$ cat config.mk
export PLATFORM = sky130hd
export DESIGN_NAME = tga_front
export DESIGN_NICKNAME = d
export VERILOG_FILES = /design/src/hdl/tga_pkg.sv /design/src/hdl/tga_front.sv
export SDC_FILE = /design/constraint.sdc
export NUM_CORES = 1
export LEC_CHECK = 0
export BUFFER_PORTS_ARGS = -buffer_cell sky130_fd_sc_hd__buf_2
export CAP_MARGIN = 5
export CORE_MARGIN = 5
export CORE_UTILIZATION = 44
export DETAILED_ROUTE_END_ITERATION = 12
export MAX_ROUTING_LAYER = met4
export PLACE_DENSITY_LB_ADDON = 0.2
export SYNTH_ARGS = -nofsm -noshare
export SYNTH_HDL_FRONTEND = slang
export SYNTH_SLANG_ARGS = --single-unit
export TNS_END_PERCENT = 10
$ cat constraint.sdc
create_clock -name clk -period 29.2 [get_ports clk]
set_input_delay 5.84 -clock clk [delete_from_list [all_inputs] [get_ports clk]]
set_output_delay 5.84 -clock clk [all_outputs]
set_load 0.01 [all_outputs]
$ cat src/hdl/tga_pkg.sv
`default_nettype none
// ----------------------------------------------------------------------------
// tga_pkg
// shared types and constants of the image byte stream pixel decoder
// ----------------------------------------------------------------------------
package tga_pkg;

    localparam int PALETTE_DEPTH = 256;
    localparam int PAL_AW        = $clog2(PALETTE_DEPTH);
    localparam int FILL_W        = 17;

    localparam logic [2:0] REG_IMAGE_KIND    = 3'd0;
    localparam logic [2:0] REG_RLE_ON        = 3'd1;
    localparam logic [2:0] REG_PIXEL_BYTES   = 3'd2;
    localparam logic [2:0] REG_PAL_FIRST     = 3'd3;
    localparam logic [2:0] REG_PAL_LENGTH    = 3'd4;
    localparam logic [2:0] REG_PAL_ENTRY     = 3'd5;
    localparam logic [2:0] REG_PIXEL_TOTAL   = 3'd6;

    localparam logic [1:0] KIND_PALETTE   = 2'd0;
    localparam logic [1:0] KIND_GRAYSCALE = 2'd2;

    localparam logic [7:0] COUNT_MASK  = 8'h7F;
    localparam logic [7:0] REPEAT_FLAG = 8'h80;

    // one classified beat from front to back
    typedef struct packed {
        logic        emit;
        logic [31:0] raw;
        logic [7:0]  run;
        logic        is_pal;
        logic        is_gray;
        logic        wide_idx;
        logic        last;
    } tga_cmd_t;

endpackage : tga_pkg
`default_nettype wire

$ cat src/hdl/tga_front.sv
`default_nettype none
// ----------------------------------------------------------------------------
// tga_front
// byte parser: map load, packet headers, pixel assembly, run clamp, counts
// ----------------------------------------------------------------------------
module tga_front
    import tga_pkg::*;
(
    input  wire logic              clk,
    input  wire logic              rst_n,
    input  wire logic              cfg_we,
    input  wire logic [2:0]        cfg_index,
    input  wire logic [31:0]       cfg_data,
    input  wire logic              in_valid,
    output logic                   in_stall,
    input  wire logic [7:0]        data_byte,
    input  wire logic              last_byte,
    input  wire logic              q_full,
    output logic                   q_push,
    output tga_cmd_t               q_cmd,
    output logic                   pal_we,
    output logic [PAL_AW-1:0]      pal_waddr,
    output logic [31:0]            pal_wdata,
    output logic [15:0]            pal_first,
    output logic [15:0]            pal_length,
    output logic [31:0]            pix_total,
    output logic [31:0]            pix_emitted
);

    logic [1:0]  kind_reg;
    logic        rle_reg;
    logic [2:0]  pbytes_reg;
    logic [15:0] first_reg, length_reg;
    logic [2:0]  ebytes_reg;
    logic [31:0] total_reg;

    logic              load_reg, ended_reg;
    logic [FILL_W-1:0] fill_reg;
    logic [31:0]       asm_reg;
    logic [1:0]        pos_reg;
    logic [7:0]        remain_reg;
    logic              repeat_reg;
    logic [31:0]       emitted_reg;

    logic        take, in_load;
    logic [2:0]  eb, nb;
    logic [31:0] asm_next, masked_e, masked_p;
    logic        entry_end, pix_end, active, is_hdr;
    logic [31:0] due, run32;
    logic [7:0]  run;
    logic [31:0] emitted_next;

    assign in_stall = q_full;
    assign take     = in_valid && !q_full && !ended_reg;
    assign in_load  = load_reg && ({1'b0, length_reg} > fill_reg);

    always_comb
    begin
        eb = (ebytes_reg < 3'd2) ? 3'd2 : ((ebytes_reg > 3'd4) ? 3'd4 : ebytes_reg);
        nb = (pbytes_reg == 3'd0) ? 3'd1 : ((pbytes_reg > 3'd4) ? 3'd4 : pbytes_reg);
        asm_next = (in_load || load_reg == 1'b0) ? asm_reg : asm_reg;
        if (load_reg && !in_load)
            asm_next = 32'h0;
        if (load_reg && !in_load)
            asm_next = asm_next | 32'(data_byte);
        else
            asm_next = asm_reg | (32'(data_byte) << {pos_reg, 3'b000});
        masked_e = asm_next;
        if (eb == 3'd2) masked_e = asm_next & 32'h0000_FFFF;
        else if (eb == 3'd3) masked_e = asm_next & 32'h00FF_FFFF;
        masked_p = asm_next;
        if (nb == 3'd1) masked_p = asm_next & 32'h0000_00FF;
        else if (nb == 3'd2) masked_p = asm_next & 32'h0000_FFFF;
        else if (nb == 3'd3) masked_p = asm_next & 32'h00FF_FFFF;
    end

    logic [1:0] pos_eff;
    assign pos_eff   = (load_reg && !in_load) ? 2'd0 : pos_reg;
    assign entry_end = ({1'b0, pos_reg} + 3'd1) >= eb;
    assign pix_end   = ({1'b0, pos_eff} + 3'd1) >= nb;
    assign active    = !in_load && (emitted_reg < total_reg);
    assign is_hdr    = active && rle_reg && (remain_reg == 8'd0);
    assign due       = total_reg - emitted_reg;

    always_comb
    begin
        run32 = 32'd1;
        if (rle_reg && repeat_reg)
            run32 = {24'd0, remain_reg};
        if (run32 > due)
            run32 = due;
    end
    assign run = run32[7:0];
    assign emitted_next = emitted_reg + run32;

    logic pix_out;
    assign pix_out = active && !is_hdr && pix_end;

    always_comb
    begin
        q_push         = take && (pix_out || (last_byte && emitted_reg < total_reg));
        q_cmd.emit     = pix_out;
        q_cmd.raw      = masked_p;
        q_cmd.run      = pix_out ? run : 8'd0;
        q_cmd.is_pal   = kind_reg == KIND_PALETTE;
        q_cmd.is_gray  = kind_reg == KIND_GRAYSCALE;
        q_cmd.wide_idx = nb == 3'd2;
        q_cmd.last     = last_byte && ((pix_out ? emitted_next : emitted_reg) < total_reg);
        pal_we         = take && in_load && entry_end && (fill_reg < FILL_W'(PALETTE_DEPTH));
        pal_waddr      = fill_reg[PAL_AW-1:0];
        pal_wdata      = masked_e;
    end

    assign pal_first   = first_reg;
    assign pal_length  = length_reg;
    assign pix_total   = total_reg;
    assign pix_emitted = pix_out ? emitted_next : emitted_reg;

    always_ff @(posedge clk or negedge rst_n)
    begin
        if (!rst_n)
        begin
            kind_reg   <= 2'd1;
            rle_reg    <= 1'b0;
            pbytes_reg <= 3'd3;
            first_reg  <= 16'd0;
            length_reg <= 16'd0;
            ebytes_reg <= 3'd3;
            total_reg  <= 32'd0;
        end
        else if (cfg_we)
        begin
            unique case (cfg_index)
                REG_IMAGE_KIND:  kind_reg   <= cfg_data[1:0];
                REG_RLE_ON:      rle_reg    <= cfg_data[0];
                REG_PIXEL_BYTES: pbytes_reg <= cfg_data[2:0];
                REG_PAL_FIRST:   first_reg  <= cfg_data[15:0];
                REG_PAL_LENGTH:  length_reg <= cfg_data[15:0];
                REG_PAL_ENTRY:   ebytes_reg <= cfg_data[2:0];
                REG_PIXEL_TOTAL: total_reg  <= cfg_data;
                default: ;
            endcase
        end
    end

    always_ff @(posedge clk or negedge rst_n)
    begin
        if (!rst_n)
        begin
            load_reg    <= 1'b1;
            ended_reg   <= 1'b0;
            fill_reg    <= '0;
            asm_reg     <= 32'd0;
            pos_reg     <= 2'd0;
            remain_reg  <= 8'd0;
            repeat_reg  <= 1'b0;
            emitted_reg <= 32'd0;
        end
        else if (take)
        begin
            if (last_byte)
                ended_reg <= 1'b1;
            if (in_load)
            begin
                if (entry_end)
                begin
                    fill_reg <= fill_reg + 1'b1;
                    asm_reg  <= 32'd0;
                    pos_reg  <= 2'd0;
                end
                else
                begin
                    asm_reg <= asm_next;
                    pos_reg <= pos_reg + 2'd1;
                end
            end
            else
            begin
                load_reg <= 1'b0;
                if (active)
                begin
                    if (is_hdr)
                    begin
                        remain_reg <= (data_byte & COUNT_MASK) + 8'd1;
                        repeat_reg <= (data_byte & REPEAT_FLAG) != 8'd0;
                        asm_reg    <= 32'd0;
                        pos_reg    <= 2'd0;
                    end
                    else if (pix_end)
                    begin
                        if (rle_reg)
                            remain_reg <= repeat_reg ? 8'd0 : remain_reg - 8'd1;
                        emitted_reg <= emitted_next;
                        asm_reg     <= 32'd0;
                        pos_reg     <= 2'd0;
                    end
                    else
                    begin
                        asm_reg <= asm_next;
                        pos_reg <= pos_eff + 2'd1;
                    end
                end
                else if (load_reg)
                begin
                    asm_reg <= 32'd0;
                    pos_reg <= 2'd0;
                end
            end
        end
    end

    assert property (@(posedge clk) disable iff (!rst_n) ended_reg |=> !q_push)
        else $error("beat pushed after stream end");
    assert property (@(posedge clk) disable iff (!rst_n)
        (q_push && q_cmd.emit) |-> (q_cmd.run != 8'd0))
        else $error("pixel beat with zero run");
    assert property (@(posedge clk) disable iff (!rst_n) pal_we |-> in_load)
        else $error("map write outside load");

endmodule : tga_front
`default_nettype wire

==> results.md, run 1 <==
- Core ar.: about 30,000 um^2
- Hold WC Path Type: reg -> reg
- GRT Residual Overflow: 0
- Async set-reset flop share out of synthesis: between 90% and 100%
- DRC viols: 0
- Fillcell total: roughly 2,900
- All-Layer GR Usage: between 20% and 30%
- PwrDens: approximately 86 nW/um^2
- Synth Warn #: 0
- Crit end category: primary output
- Chip Width: about 180 um
- Number of synthesized register bits: around 170
- Slowest cell delay on critical path: roughly 560 ps
- Area share of the leading cell type in the synthesized netlist: between 30 and 40%
- CP Launch Type: register
- Hold-fix buffers at CTS: 0
- Worst path slowest cell: a211oi_1
- Initial Util: roughly 44%
- Clock sink total: 167
- Status: complete, no violations
- Maxcap violations: 0
- Post-synth EDFFs: 0
- Synthesized area per cell: between 9 and 10 um^2
- Area growth from synthesis to layout: 14.8%
- Mapped Cells: approximately 1,500
- Seq/Total Area, Yosys: a little under a third
- Drt total wl: 38,400 um
- Final ANT Viol Nets: 0
- Peak supply drop: between 40 and 50 uV
- Final count of negative-setup-slack endpoints: 0
- RD Place Congestion: 0.924
- I/O Buffers: ~230
- CTS tree: built
- DP Area: 14,800 um^2
- Pins over their slew limit: 0
- Die footprint: 34,000 um^2
- Clock buffer depth: 2
- Leakage: 7.72 nW
- Iteration-0 DRC Markers: about 710
- Kind of critical path: reg -> out
- DIE HEIGHT: 185 um
- Initial antenna violation count: 0
- I/O Pins: 233
- Via density: roughly 5.6
- Htree depth: 4
- Router iterations before antenna repair: 5
- Count leader, synth: dfrtp_1
- Final hold vios: 0
- Clock skew: approximately 18 ps
- Cell taking the most area after synthesis: dfrtp_1
- CTS buffer count: 17
- Routed WL per cell: 18.2 um
- Tot Pwr: 1.32 mW
- Main synth FF type: dfrtp_1
- Postcts setup bufs: 0
- Root Driver: clkbuf_16
- HPWL Detailed: 29,800 um
- Nets: 1,875
- Netlist cell types: 84
- Post-synth top cells: 161 x dfrtp_1, 130 x ha_1, 119 x nand2_1
- Number of global-route vias before repair: 11,693
- N_diodes: 0
- Routed vias: roughly 12,000
- Post-CTS Resized: 0
- Slew @ Worst Pin: 1200 ps
- Max frequency: between 0.06 and 0.07 GHz
- RSZ-0062 raised after global routing: false
- Min cycle time layout: between 15,000 and 20,000 ps
- Cell Area, Synth: 13,400 um^2
- Worst EP required: between 20,000 and 25,000 ps
- Slew headroom: between 10% and 20%
- Fin Setup TNS: 0 ps
- Largest net degree at the start of global routing: between 60 and 70
- Period utilization: 56.6%
- Clock latency on the worst-skew pair: roughly 450 ps
- Arrival time of the worst setup path: 10,700 ps
- Crit path max fanout: 16
- Top cells by area, synth: dfrtp_1 30%, ha_1 12%, mux2_2 9.7%
- Post-route cell area: between 15,000 and 20,000 um^2
- Global-route wire length before repair: about 60,000 um
- # rows: 64
- Layout cells sized above 1: approximately a quarter
- Clock-pin slew on the worst setup and hold paths: roughly 70 ps
[stage by stage]
step | instances | utilization, % | setup WS (ps) | hold slack [ps]
after global placement | 2071 | 48.8 | 13380 | 457
after detailed placement | 2071 | 48.8 | 13210 | 467
after floorplan | 1509 | - | 14690 | 443
after global routing | 2103 | 50.7 | 11850 | 511
after CTS | 2103 | 50.7 | 12700 | 485
final | 2103 | 50.7 | 12660 | 482
[critical path: cells and delay by family (launching register included)]
kind | cells | cell delay (ps)
AO/OA/AOI/OAI | 19 | 4530
multiplexers | 1 | 110
buffers and inverters | 1 | 200
XOR/XNOR | 2 | 360
AND/OR/NAND/NOR | 12 | 2740
adder cells (fa/ha/maj) | 6 | 1870
flip-flops | 1 | 450
[cells in the final DEF, fill, tap and decap left out, drive strengths merged, types with 21 or more instances in the layout]
cell type	instances
buf	242
dfrtp	161
ha	130
nand2	119
mux2	116
inv	115
a21oi	98
nor2	91
o21ai	87
a21o	54
xnor2	47
nor3	47
a22o	30
conb	23
nand4	21
and3	21
[routing by layer]
| layer | global-route usage, % | wire length (um) | up-vias |
|---|---|---|---|
| li1 | - | - | 5770 |
| met1 | 30.1 | 17600 | 5647 |
| met2 | 36.4 | 17700 | 334 |
| met3 | 5.17 | 2410 | 53 |
| met4 | 5.68 | 728 | 0 |
| met5 | - | 0 | - |
[worst paths after layout]
| check | from | endpoint | slack, ps | cells past startpoint |
|---|---|---|---|---|
| worst max-delay path | emitted_reg[0]$_DFFE_PN0P_ | q_cmd[0] | 12660 | 41 |
| worst min-delay path | asm_reg[25]$_DFFE_PN0P_ | asm_reg[25]$_DFFE_PN0P_ | 480 | 2 |
| worst max register to register | emitted_reg[0]$_DFFE_PN0P_ | emitted_reg[28]$_DFFE_PN0P_ | 20660 | 30 |
| worst min register to register | asm_reg[25]$_DFFE_PN0P_ | asm_reg[25]$_DFFE_PN0P_ | 480 | 2 |
| max in group asynchronous | rst_n | fill_reg[0]$_DFFE_PN0P_ | 21990 | 3 |
| min in group asynchronous | rst_n | remain_reg[6]$_DFFE_PN0P_ | 5410 | 1 |
[area by class of cell]
| type | instances | area [um^2] | share of cell area [%] |
|---|---|---|---|
| Clock buffer | 18 | 429 | 2.79 |
| Clock inverter | 14 | 155 | 1.01 |
| Tap cell | 396 | 495 | 3.22 |
| Timing Repair Buffer | 242 | 1240 | 8.08 |
| Sequential cell | 167 | 4190 | 27.2 |
| Inverter | 108 | 405 | 2.64 |
| Multi-Input combinational cell | 1158 | 8470 | 55.1 |
[where the power goes]
part           leakage [nW]  switching [mW]  internal (mW)
Sequential             2.11          0.0432          0.274
Combinational          5.34           0.452          0.322
Clock                 0.277           0.110          0.121
[cell families after synthesis]
kind of cell	synth area share, %
simple gates	15.6
compound gates	19.3
buf+inv	6.25
flops	31.2
mux	11.2
fa+ha+maj	12.4
xor+xnor	3.99
other cells	0.0280
Note: power is estimated with default switching activity, not from simulation.
==> run 2, diff against run 1 <==
==> constraint.sdc (replaced) <==
create_clock -name clk -period 15.5 [get_ports clk]
set_input_delay 3.1 -clock clk [delete_from_list [all_inputs] [get_ports clk]]
set_output_delay 3.1 -clock clk [all_outputs]
set_load 0.01 [all_outputs]
==> results.md, run 2 (synthesis gave the netlist of run 1 again) <==
- Leakage: 7.74 nW (+0.18%)
- Routed vias: 11,820 (+0.14%)
- HPWL Detailed: 29,900 um (+0.42%)
- Seq pwr share: 24.0% (about the same)
- Slew headroom: 17.3% (-1.8 points)
- Htree depth: 4 (unchanged)
- Worst EP required: 12,400 ps (-10,960 ps)
- Clock sink total: 167 (unchanged)
- Kind of critical path: reg -> out
- Initial Util: 44.2% (unchanged)
- Core ar.: 30,300 um^2 (unchanged)
- Initial antenna violation count: 0 (unchanged)
- Die footprint: 34,000 um^2 (unchanged)
- I/O Pins: 233 (unchanged)
- Final ANT Viol Nets: 0 (unchanged)
- Sw Ratio: 46.0% (+0.28 points)
- GRT Residual Overflow: 0 (unchanged)
- Root Driver: clkbuf_16
- DP Area: 14,800 um^2 (unchanged)
- Net load switching power: 1.15 mW (+89%)
- Post-route cell area: 15,400 um^2 (about the same)
- Slew @ Worst Pin: 1230 ps (+26.3 ps)
- Clock buffer depth: 2 (unchanged)
- Slowest cell delay on critical path: 540 ps (-20 ps)
- Crit end category: primary output
- Peak supply drop: 111 uV (+160%)
- Postcts setup bufs: 0 (unchanged)
- Post-CTS Resized: 0 (unchanged)
- Period utilization: between 80% and 90%
- Gate power share: 58.4% (about the same)
- Clock power share: 17.5% (about the same)
- Chip Width: 185 um (unchanged)
- Final count of negative-setup-slack endpoints: 0 (unchanged)
- Max frequency: roughly 0.072 GHz
- Routed WL per cell: 18.2 um (-0.18%)
- Maxcap violations: 0 (unchanged)
- # rows: 64 (unchanged)
- Hold WC Path Type: reg -> reg
- Via density: 5.62 (+0.14%)
- Status: complete, no violations
- I/O Buffers: 232 (unchanged)
- Hold-fix buffers at CTS: 0 (unchanged)
- Clock-pin slew on the worst setup and hold paths: 70 ps (about the same)
- RD Place Congestion: 0.925 (about the same)
- Arrival time of the worst setup path: 10,740 ps (+40 ps)
- Clock skew: 13.7 ps (-4.08 ps)
- Crit path max fanout: 16 (unchanged)
- Router iterations before antenna repair: 5 (unchanged)
- RSZ-0062 raised after global routing: false
- Area growth from synthesis to layout: 14.8% (about the same)
- Final hold vios: 0 (unchanged)
- Internal power: 1.34 mW (+87%)
- Nets: 1,875 (unchanged)
- Global-route wire length before repair: 61,400 um (+0.45%)
- Largest net degree at the start of global routing: 68 (unchanged)
- N_diodes: 0 (unchanged)
- PwrDens: 162 nW/um^2 (+88%)
- Iteration-0 DRC Markers: 763 (+6.9%)
- CP Launch Type: register
- Drt total wl: 38,300 um (-0.18%)
- CTS tree: built
- Commonest non-fill, non-tap cell in the layout: buf_2
- Min cycle time layout: roughly 14,000 ps
- DIE HEIGHT: 185 um (unchanged)
- Pins over their slew limit: 0 (unchanged)
- Clock latency on the worst-skew pair: 450 ps (about the same)
- CTS buffer count: 17 (unchanged)
- Fin Setup TNS: 0 ps (unchanged)
- Commonest cells after routing, fill and taps aside: 231 x buf_2, 161 x dfrtp_1, 130 x ha_1
- Layout cells sized above 1: 24.4% (+0.059 points)
- All-Layer GR Usage: 23.0% (+0.027 points)
- Worst path slowest cell: or4_4
- DRC viols: 0 (unchanged)
- Number of global-route vias before repair: 11,691 (-0.017%)
==> run 2: area by class of cell <==
type,count,area [um^2]
timing repair buffer,242,1240
tap,396,495
clock buffer,18,439
sequential,167,4190
inverter,108,405
multi-input combinational,1158,8470
clock inverter,14,153
fill,2941,15000
==> run 2: power groups by stage <==
stage	Sequential (mW)	Combinational [mW]	Clock (mW)
floorplan	0.598	1.05	0
global placement	0.602	1.42	0
detailed placement	0.606	1.43	0
CTS	0.599	1.44	0.447
global route	0.611	1.62	0.463
finish	0.598	1.45	0.437
==> run 2: critical path, delay by kind of cell (launching register included) <==
kind                       cells  cell delay, ps
AOI/OAI and AO/OA             19            4530
and+or+nand+nor               12            2740
adders and majority gates      6            1880
DFF                            1             450
xor gates and xnor gates       2             370
buffers and inverters          1             200
muxes                          1             120
==> run 2: final timing paths <==
path / startpoint / end / slack [ps] / cells after the start
min in group asynchronous: rst_n / remain_reg[5]$_DFFE_PN0P_ / 2670 / 1
min reg2reg: asm_reg[30]$_DFFE_PN0P_ / asm_reg[30]$_DFFE_PN0P_ / 480 / 2
max in group asynchronous: rst_n / fill_reg[4]$_DFFE_PN0P_ / 11040 / 3
max: emitted_reg[0]$_DFFE_PN0P_ / q_cmd[0] / 1660 / 41
max reg2reg: emitted_reg[0]$_DFFE_PN0P_ / emitted_reg[28]$_DFFE_PN0P_ / 6910 / 30
min: asm_reg[30]$_DFFE_PN0P_ / asm_reg[30]$_DFFE_PN0P_ / 480 / 2
==> run 2: per-layer routing <==
layer / global-route usage, % / vias up / part of all wire (%)
met5: - / - / 0
met4: 5.56 / 0 / 1.9
met3: 4.50 / 48 / 5.5
met2: 36.4 / 309 / 46
met1: 30.7 / 5695 / 47
li1: - / 5768 / -
==> run 2: through the flow <==
| step | util [%] | power (mW) | setup WS [ps] | std cells | hold slack, ps |
|---|---|---|---|---|---|
| after floorplan | - | 1.65 | 3730 | 1509 | 443 |
| after global placement | 48.8 | 2.02 | 2420 | 2071 | 457 |
| after detailed placement | 48.8 | 2.04 | 2140 | 2071 | 467 |
| after CTS | 50.7 | 2.49 | 1630 | 2103 | 484 |
| after global routing | 50.7 | 2.70 | 735 | 2103 | 516 |
| final | 50.7 | 2.49 | 1660 | 2103 | 481 |
==> run 3, diff against run 2 <==
--- a/config.mk
+++ b/config.mk
@@ -5,13 +5,16 @@
 export SDC_FILE = /design/constraint.sdc
 export NUM_CORES = 1
 export LEC_CHECK = 0
-export BUFFER_PORTS_ARGS = -buffer_cell sky130_fd_sc_hd__buf_2
+export BUFFER_PORTS_ARGS = -buffer_cell sky130_fd_sc_hd__buf_4
 export CAP_MARGIN = 5
+export CELL_PAD_IN_SITES_DETAIL_PLACEMENT = 1
+export CELL_PAD_IN_SITES_GLOBAL_PLACEMENT = 2
 export CORE_MARGIN = 5
-export CORE_UTILIZATION = 44
+export CORE_UTILIZATION = 35
 export DETAILED_ROUTE_END_ITERATION = 12
 export MAX_ROUTING_LAYER = met4
 export PLACE_DENSITY_LB_ADDON = 0.2
+export SETUP_SLACK_MARGIN = 0.02
 export SYNTH_ARGS = -nofsm -noshare
 export SYNTH_HDL_FRONTEND = slang
 export SYNTH_SLANG_ARGS = --single-unit
==> results.md, run 3 (synthesis gave the netlist of run 1 again) <==
- Global-route wire length before repair: 71,400 um (+16%)
- Area growth from synthesis to layout: 20.7%
- Clock skew: 17.0 ps (+3.32 ps)
- Max frequency: 0.0693 GHz (-4.1%)
- Crit path max fanout: 16 (unchanged)
- Root Driver: clkbuf_16
- Pins over their slew limit: 0 (unchanged)
- Clock sink total: 167 (unchanged)
- Placed cell count: 2,187 (+5.6%)
- GRT Residual Overflow: 0 (unchanged)
- Slowest cell delay on critical path: 670 ps (+130 ps)
- Postcts setup bufs: 0 (unchanged)
- DRC viols: 0 (unchanged)
- Iteration-0 DRC Markers: 467 (-39%)
- Worst EP required: 12,400 ps (about the same)
- # rows: 71 (+11%)
- Fin Setup TNS: 0 ps (unchanged)
- Peak supply drop: 111 uV (-0.26%)
- Layout cells sized above 1: 24.5% (+0.10 points)
- Maxcap violations: 0 (unchanged)
- Router iterations before antenna repair: 4 (-1)
- DIE HEIGHT: 206 um (+11%)
- Non-filler cells, final: 2,220 (+5.6%)
- Period utilization: 93.1% (+3.8 points)
- CTS tree: built
- All-Layer GR Usage: 22.2% (-0.85 points)
- Setup WS pre-CTS: 1620 ps (-517 ps)
- Status: complete, no violations
- Die footprint: 42,300 um^2 (+24%)
- Nets: 1,876 (+0.053%)
- RD Place Congestion: 0.862 (-6.8%)
- Fillcell total: 4,472 (+52%)
- CP Launch Type: register
- Slew @ Worst Pin: 1000 ps (-223 ps)
- Drt total wl: 45,400 um (+18%)
- Routed WL per cell: 20.4 um (+12%)
- Slew headroom: 33.2% (+16 points)
- Initial Util: 35.5% (-8.7 points)
- Core ar.: 37,800 um^2 (+24%)
- I/O Pins: 233 (unchanged)
- Htree depth: 4 (unchanged)
- Clock latency on the worst-skew pair: 470 ps (+20 ps)
- Clock-pin slew on the worst setup and hold paths: 80 ps (about the same)
- Routed vias: 11,966 (+1.2%)
- Chip Width: 206 um (+11%)
- Final hold vios: 0 (unchanged)
- CTS buffer count: 17 (unchanged)
- Post-CTS Resized: 0 (unchanged)
- Hold-fix buffers at CTS: 0 (unchanged)
- Final hold slack: 483 ps (+1.59 ps)
- I/O Buffers: 232 (unchanged)
- Final core occ: 42.8% (-7.9 points)
- Post-route cell area: 16,200 um^2 (+5.1%)
- Arrival time of the worst setup path: 11,330 ps (+590 ps)
- Kind of critical path: reg -> out
- Tot Pwr: 2.65 mW (+6.5%)
- Commonest non-fill, non-tap cell in the layout: buf_4
- RSZ-0062 raised after global routing: false
- Fin worst setup slack: 1070 ps (-589 ps)
- Number of global-route vias before repair: 12,714 (+8.8%)
- HPWL Detailed: 35,900 um (+20%)
- DP Area: 15,500 um^2 (+5.0%)
- Final count of negative-setup-slack endpoints: 0 (unchanged)
- Worst path slowest cell: a211oi_1
- Min cycle time layout: 14,430 ps (+589 ps)
- Hold WC Path Type: reg -> reg
- Largest net degree at the start of global routing: 103 (+51%)
- Crit end category: primary output
- Final ANT Viol Nets: 0 (unchanged)
- Leakage: 7.86 nW (+1.6%)
- Initial antenna violation count: 1 (+1)
- PwrDens: 164 nW/um^2 (+1.3%)
- Commonest cells after routing, fill and taps aside: 242 x buf_4, 161 x dfrtp_1, 130 x ha_1
- Clock buffer depth: 2 (unchanged)
- Via density: 5.39 (-4.1%)
[run 3: cell types whose count changed in the layout (fill, tap and decap cells not counted), moves of 2 or more]
cell | before | now
buf_2 | 231 | 0
bufinv_16 | 0 | 3
buf_4 | 10 | 242
clkinv_4 | 3 | 0
clkinvlp_4 | 0 | 2
[run 3: final timing paths]
| kind | startpoint | to | slack [ps] | cells after the start |
|---|---|---|---|---|
| max in group asynchronous | rst_n | pix_total[18]$_DFFE_PN0P_ | 11220 | 2 |
| worst min register to register | asm_reg[28]$_DFFE_PN0P_ | asm_reg[28]$_DFFE_PN0P_ | 480 | 2 |
| worst max-delay path | emitted_reg[0]$_DFFE_PN0P_ | q_cmd[0] | 1070 | 41 |
| worst max register to register | emitted_reg[0]$_DFFE_PN0P_ | emitted_reg[30]$_DFFE_PN0P_ | 6620 | 30 |
| worst min-delay path | asm_reg[28]$_DFFE_PN0P_ | asm_reg[28]$_DFFE_PN0P_ | 480 | 2 |
| min in group asynchronous | rst_n | asm_reg[27]$_DFFE_PN0P_ | 2760 | 1 |
[run 3: worst max-delay path: cells and delay by family, from the launching register on]
kind            cells  cell delay, ps
buf+inv             1             250
compound gates     19            4830
flops               1             460
xor+xnor            2             470
mux                 1             120
fa+ha+maj           6            1910
simple gates       12            2790
[run 3: area by class of cell]
type,instances,area [um^2],area share [%]
Antenna cell,1,2.50,0.0155
Timing Repair Buffer,243,1830,11.3
Clock inverter,15,211,1.31
Sequential cell,167,4190,25.9
Multi-Input combinational cell,1158,8480,52.4
Clock buffer,17,425,2.63
Tap cell,511,639,3.95
Inverter,108,405,2.51
[run 3: power by group]
part           total (mW)  switching, mW  internal [mW]
sequential          0.603         0.0856          0.517
clock               0.479          0.218          0.261
combinational        1.57          0.900          0.670
[run 3: per-layer routing]
layer / wire length (um) / vias to the layer above / track usage (%)
li1: - / 5760 / -
met3: 2120 / 40 / 5.48
met2: 21500 / 186 / 35.6
met1: 21100 / 5980 / 28.4
met4: 700 / 0 / 4.88
met5: 0 / - / -
